`src/rtl/core/tea_pkg.sv`:
```
// ----------------------------------------------------------------------------
// tea_pkg
// Shared types and constants of the TEA block cipher pipeline.
// ----------------------------------------------------------------------------
`default_nettype none

package tea_pkg;

	// round constant that the running sum advances by
	localparam logic [31:0] DELTA = 32'h9E3779B9;

	// shift amounts of the mix function
	localparam int SHIFT_LEFT  = 4;
	localparam int SHIFT_RIGHT = 5;

	// key register reset values
	localparam logic [31:0] KEY0_RESET = 32'h11111111;
	localparam logic [31:0] KEY1_RESET = 32'h22222222;
	localparam logic [31:0] KEY2_RESET = 32'h33333333;
	localparam logic [31:0] KEY3_RESET = 32'h44444444;

	// configuration register indexes
	typedef enum logic [1:0] {
		REG_KEY_WORD0 = 2'd0,
		REG_KEY_WORD1 = 2'd1,
		REG_KEY_WORD2 = 2'd2,
		REG_KEY_WORD3 = 2'd3
	} tea_reg_t;

	// operation codes
	localparam logic OP_ENCRYPT = 1'b0;
	localparam logic OP_DECRYPT = 1'b1;

	// block traveling down the pipeline
	typedef struct packed {
		logic        op;
		logic [31:0] left;
		logic [31:0] right;
	} tea_blk_t;

	// the full 128-bit key
	typedef struct packed {
		logic [31:0] k0;
		logic [31:0] k1;
		logic [31:0] k2;
		logic [31:0] k3;
	} tea_key_t;

	// per-stage control: advance enable, half-round phase, sum constants
	typedef struct packed {
		logic        en;
		logic        phase;
		logic [31:0] enc_sum;
		logic [31:0] dec_sum;
	} tea_stage_ctl_t;

endpackage

`default_nettype wire

```
`src/rtl/core/tea_half_round.sv`:
```
// ----------------------------------------------------------------------------
// tea_half_round
// One registered half round: updates one block half from the other half,
// adding the mix term for encryption or subtracting it for decryption.
// ----------------------------------------------------------------------------
`default_nettype none

module tea_half_round (
	input  wire                         clk,
	input  wire                         arst_n,
	input  wire tea_pkg::tea_stage_ctl_t ctl,
	input  wire tea_pkg::tea_key_t      key,
	input  wire                         valid_in,
	input  wire tea_pkg::tea_blk_t      blk_in,
	output logic                        valid_out,
	output tea_pkg::tea_blk_t           blk_out
);

	logic              src_right;
	logic [31:0]       src;
	logic [31:0]       dst;
	logic [31:0]       kl;
	logic [31:0]       kr;
	logic [31:0]       sum;
	logic [31:0]       mix;
	logic [31:0]       dst_next;
	tea_pkg::tea_blk_t blk_next;
	logic              valid_s1;
	tea_pkg::tea_blk_t blk_s1;

	// encrypt even phase and decrypt odd phase read the right half
	assign src_right = (blk_in.op == ctl.phase);

	// operand and key selection
	always_comb begin
		if (src_right) begin
			src = blk_in.right;
			dst = blk_in.left;
			kl  = key.k0;
			kr  = key.k1;
		end else begin
			src = blk_in.left;
			dst = blk_in.right;
			kl  = key.k2;
			kr  = key.k3;
		end
		sum = (blk_in.op == tea_pkg::OP_DECRYPT) ? ctl.dec_sum : ctl.enc_sum;
	end

	// mix term and half update
	always_comb begin
		mix = ((src << tea_pkg::SHIFT_LEFT) + kl) ^ (src + sum)
			^ ((src >> tea_pkg::SHIFT_RIGHT) + kr);
		dst_next = (blk_in.op == tea_pkg::OP_DECRYPT) ? (dst - mix) : (dst + mix);
		blk_next = blk_in;
		if (src_right) begin
			blk_next.left = dst_next;
		end else begin
			blk_next.right = dst_next;
		end
	end

	// stage valid
	always_ff @(posedge clk or negedge arst_n) begin
		if (!arst_n) begin
			valid_s1 <= 1'b0;
		end else if (ctl.en) begin
			valid_s1 <= valid_in;
		end
	end

	// stage payload
	always_ff @(posedge clk) begin
		if (ctl.en) begin
			blk_s1 <= blk_next;
		end
	end

	assign valid_out = valid_s1;
	assign blk_out   = blk_s1;

endmodule

`default_nettype wire

```
`config.mk`:
```
export PLATFORM = sky130hd
export DESIGN_NAME = tea_half_round
export DESIGN_NICKNAME = d
export VERILOG_FILES = /design/src/rtl/core/tea_pkg.sv /design/src/rtl/core/tea_half_round.sv
export SDC_FILE = /design/constraint.sdc
export NUM_CORES = 1
export LEC_CHECK = 0
export ABC_AREA = 1
export BUFFER_PORTS_ARGS = -buffer_cell sky130_fd_sc_hd__buf_2
export CELL_PAD_IN_SITES_DETAIL_PLACEMENT = 0
export CELL_PAD_IN_SITES_GLOBAL_PLACEMENT = 1
export CORE_AREA = 2 2 188 190
export DETAILED_ROUTE_END_ITERATION = 7
export DIE_AREA = 0 0 190 192
export PLACE_DENSITY = 0.86
export SLEW_MARGIN = 0
export SYNTH_ARGS = -nofsm -noshare
export SYNTH_HDL_FRONTEND = slang
export SYNTH_SLANG_ARGS = --single-unit
```
`constraint.sdc`:
```
create_clock -name clk -period 1.7 [get_ports clk]
set_input_delay 0.51 -clock clk [delete_from_list [all_inputs] [get_ports clk]]
set_output_delay 0.51 -clock clk [all_outputs]
set_load 0.03 [all_outputs]
```
Word level (Yosys, flattened, before mapping)
Cells that the tools add are included. W data, S select, Z words.

Register bits: 66. Logic and storage cells: 20. Output and inout port bits: 66. Input bits: 262.

Bitwise operators: 2. Eq/ne operators: 1. $add $sub $neg: 5. Multiplexer cells: 8.

Operator list (count): $mux W32 (8); $add A32 B32 Y32 (3); $xor A32 B32 Y32 (2); $add A27 B32 Y32 (1); $sub A32 B32 Y32 (1); $eq A1 B1 Y1 (1).

Depth between registers and ports, before layout
Depth in word-level cells: 8. Mapped depth: 52. Mapped depth without buffers: 46.

Worst setup path after synthesis
OpenSTA, ideal clock, no wires.

Kind: input -> register. Start point: in blk_in[64] (netlist name). End point: reg blk_s1 (netlist bit blk_out[63]) (data pin). Path slack: -4.410 ns. Data required time: 1.446 ns. Setup time: 0.254 ns. Data arrival time: 5.856 ns. Path buffers: 7. Cell stages on the path: 44. Cell sequence: buf_4 -> nand2_4 -> nand2_2 -> buf_6 -> buf_6 -> clkbuf_1 -> clkbuf_1 -> clkbuf_1 -> nand2_1 -> nand2_1 -> ha_1 -> fa_1 -> nand3_1 -> nand2_1 -> nand3_1 -> nand2_1 -> nand2_1 -> nand2_1 -> (+8 left out) -> nand4_1 -> nor2_2 -> nand3_1 -> nand2_1 -> xnor2_1 -> ha_1 -> clkbuf_1 -> nand2_1 -> o21ai_0 -> inv_1 -> o21ai_0 -> inv_1 -> o2111ai_1 -> nand3_1 -> nand2_1 -> nand3_1 -> nand3_1 -> nand2_1.

RTL lines: start: declaration (line tea_half_round.sv:14) `input wire tea_pkg::tea_blk_t blk_in,`; end signal: assignment (line tea_half_round.sv:75) `blk_s1 <= blk_next;`; end: declaration (line tea_half_round.sv:29) `tea_pkg::tea_blk_t blk_s1;`.

==> results.json <==
{
  "status": "finished with violations",
  "violations": "design-rule violations, negative setup slack",
  "syn_area_um2": 14000,
  "holdPathEnd": "valid_out$_DFFE_PN0P_",
  "slowest_stage": "fa_2",
  "power_density_nw_per_um2": 1410,
  "grtUsageTotal": 0.362,
  "io_pins": 328,
  "hold_depth": 2,
  "fmax_mhz": 174,
  "synthArstFlopShare": 0.0152,
  "setup_viol": 64,
  "worst_slack_ps": -4050,
  "antenna_found_initial": 1,
  "max-cap-violations": 0,
  "multi_input_area_um2": 13300,
  "vias": 20500,
  "crit_path_max_fanout": 6,
  "peakVddDrop_v": 0.00167,
  "wirelength_mm": 69.4,
  "start_kind": "primary input",
  "fin_setup_tns_ps": -213260,
  "hp-start": "valid_in",
  "synth-main-ff-cell": "edfxtp_1",
  "reg2reg_depth": 1,
  "fin_skew_ps": 0,
  "path_clk_slew_ps": 60,
  "hp-class": "primary input to flop",
  "synth.largest_area_cell": "nand2_1",
  "crit_type": "primary input to flop",
  "synth-seq-area-share": 0.142,
  "nNetsFinal": 3845,
  "initial_utilization": 0.407,
  "viasPerCell": 5.21,
  "avgSynthCellArea_um2": 5.63,
  "yosysMostFrequentCell": "nand2_1",
  "ys_seq_elements": 66,
  "critical_path.max_stage_delay_ps": 360,
  "coreArea_um2": 34300,
  "numCtsBuffers": 9,
  "rows": 68,
  "slew_violations": 0,
  "hold_viol": 0,
  "reg2reg_slack_ps": 920,
  "fin_crit_sh": 3.38,
  "grt_max_degree": 66,
  "die_x_um": 190,
  "synth_top_cell_area_share": 0.268,
  "r2r-end": "valid_out$_DFFE_PN0P_",
  "synth-edff-count": 65,
  "synthesis.nets": 2863,
  "ys.warnings.count": 0,
  "grt_pass1_wl_mm": 102,
  "cts_max_level": 3,
  "ant_nets": 0,
  "layout_min_cycle_time_ps": 5750,
  "dieArea_um2": 36500,
  "place.gp.congestion": 1.01,
  "fillers": 2830,
  "dp_hpwl_mm": 55.1,
  "clockRootBuffer": "clkbuf_16",
  "syn_inst": 2481,
  "worst_pin_slew_ps": 714,
  "area_growth_pct": 76.0,
  "power.leakage_nw": 13.0,
  "firstDrtPassIters": 8,
  "clk_latency_ps": 330,
  "drive_gt1_frac": 0.451,
  "drt-initial-drc-count": 1391,
  "cts_tree": "built",
  "grt_pass1_vias": 19700,
  "overflow": 0,
  "cp-end-kind": "flop",
  "cts_buffer_depth": 2,
  "ys_top_cells_by_count": "996 x nand2_1, 304 x inv_1, 163 x nand3_1, 160 x nor2_1, 149 x o21ai_0",
  "rsz0062_at_grt": "yes",
  "required_ps": 1790,
  "wl_per_cell_um": 17.7,
  "die_h_um": 192,
  "register_area_um2": 1980,
  "port_buffers": 327,
  "max-slew-margin-rel": 0.519,
  "r2r-start": "valid_out$_DFFE_PN0P_",
  "synth_cell_types": 55,
  "dp_slack_ps": -4900,
  "diodes": 0,
  "cts_sinks": 66,
  "path_common_cell": "nand2_1",
  "netlist_top_cells_area": "nand2_1 27%, edfxtp_1 14%, ha_1 11%",
  "drc": 1,
  "arrival_ps": 5840
}
## power breakdown
| part | leakage, nW | internal, mW | switching, mW |
|---|---|---|---|
| Sequential | 0.645 | 2.77 | 0.146 |
| Combinational | 12.3 | 13.7 | 16.3 |
| Clock | 0.138 | 1.07 | 0.731 |
| Total | 13.0 | 17.5 | 17.2 |
## critical path, delay by kind of cell
kind | cells | cell delay [ps]
fa+ha+maj | 3 | 840
compound gates | 2 | 280
simple gates | 32 | 3290
buf+inv | 7 | 870
## worst max-delay path by stage
stage	from	end	slack [ps]	cells past startpoint
CTS	blk_in[64]	blk_out[63]$_DFFE_PP_	-3890	46
finish	blk_in[64]	blk_out[62]$_DFFE_PP_	-4050	44
global route	blk_in[64]	blk_out[63]$_DFFE_PP_	-4370	43
global placement	blk_in[64]	blk_out[31]$_DFFE_PP_	-4850	44
detailed placement	blk_in[64]	blk_out[63]$_DFFE_PP_	-4900	44
floorplan	blk_in[64]	blk_out[31]$_DFFE_PP_	-3870	48
## cell type report
class,count,share of cell area
clock buffers,11,0.0103
clock inverters,5,0.00153
inverters,317,0.0487
multi-input cells,2050,0.543
flip-flops and latches,66,0.0804
well taps,455,0.0232
repair buffers,1019,0.293
## cells by family after synthesis
family          Yosys count  share of synthesized area
fa+ha+maj               120                      0.109
flops                    66                      0.142
mux                       5                    0.00367
xor+xnor                116                     0.0748
buf+inv                 368                      0.101
compound gates          332                      0.127
simple gates           1474                      0.443
## registers in the layout (all words and copies together), names as in the netlist
register and flops:
blk_out 65, valid_out 1
## timing repair
item,4_1_cts,5_1_grt
gates cloned,5,1
setup buffers,50,34
endpoints found under the hold margin,1,0
setup endpoints to repair,64,64
hold buffers,1,0
gates resized for setup,394,220
pin swaps,131,129
## placed cells by master, fill, tap and decap left out, drive strengths merged, types with 2 or more instances in the layout
master,synthesis,final
o21bai,8,8
nand3b,23,23
o21a,4,4
mux2i,4,4
edfxtp,65,65
o221ai,3,3
o211ai,4,4
a21boi,5,5
nor4,10,10
xnor2,55,55
clkbuf,35,12
inv,316,317
a31oi,9,9
nor3,25,25
clkinvlp,0,2
fa,2,2
a21oi,132,132
buf,16,1016
nand2,1023,1026
a21o,4,4
ha,118,118
xor2,60,60
nand3,165,165
nand4,37,37
a211oi,2,2
nor2,173,173
clkinv,1,3
o21ai,157,157
or2,16,16
## per-layer routing
metal	part of all wire	global-route usage	vias up	routed length, um
li1	-	-	9958	-
met1	0.42	0.451	9510	28900
met2	0.48	0.642	804	33500
met3	0.061	0.0365	182	4230
met4	0.040	0.140	0	2790
met5	0	0	-	0
## metrics by stage
step / area [um^2] / std cells / total power [mW] / hold slack (ps) / util
2_1_floorplan: 14300 / 2481 / 15.4 / 214 / -
3_3_place_gp: 20800 / 3816 / 25.2 / 288 / 0.607
3_5_place_dp: 20800 / 3816 / 25.5 / 295 / 0.607
4_1_cts: 23400 / 3888 / 31.2 / 432 / 0.682
5_1_grt: 24600 / 3923 / 36.8 / 430 / 0.717
6_report: 24600 / 3923 / 34.7 / 427 / 0.717
No activity file was read; power rests on OpenSTA's default activity.
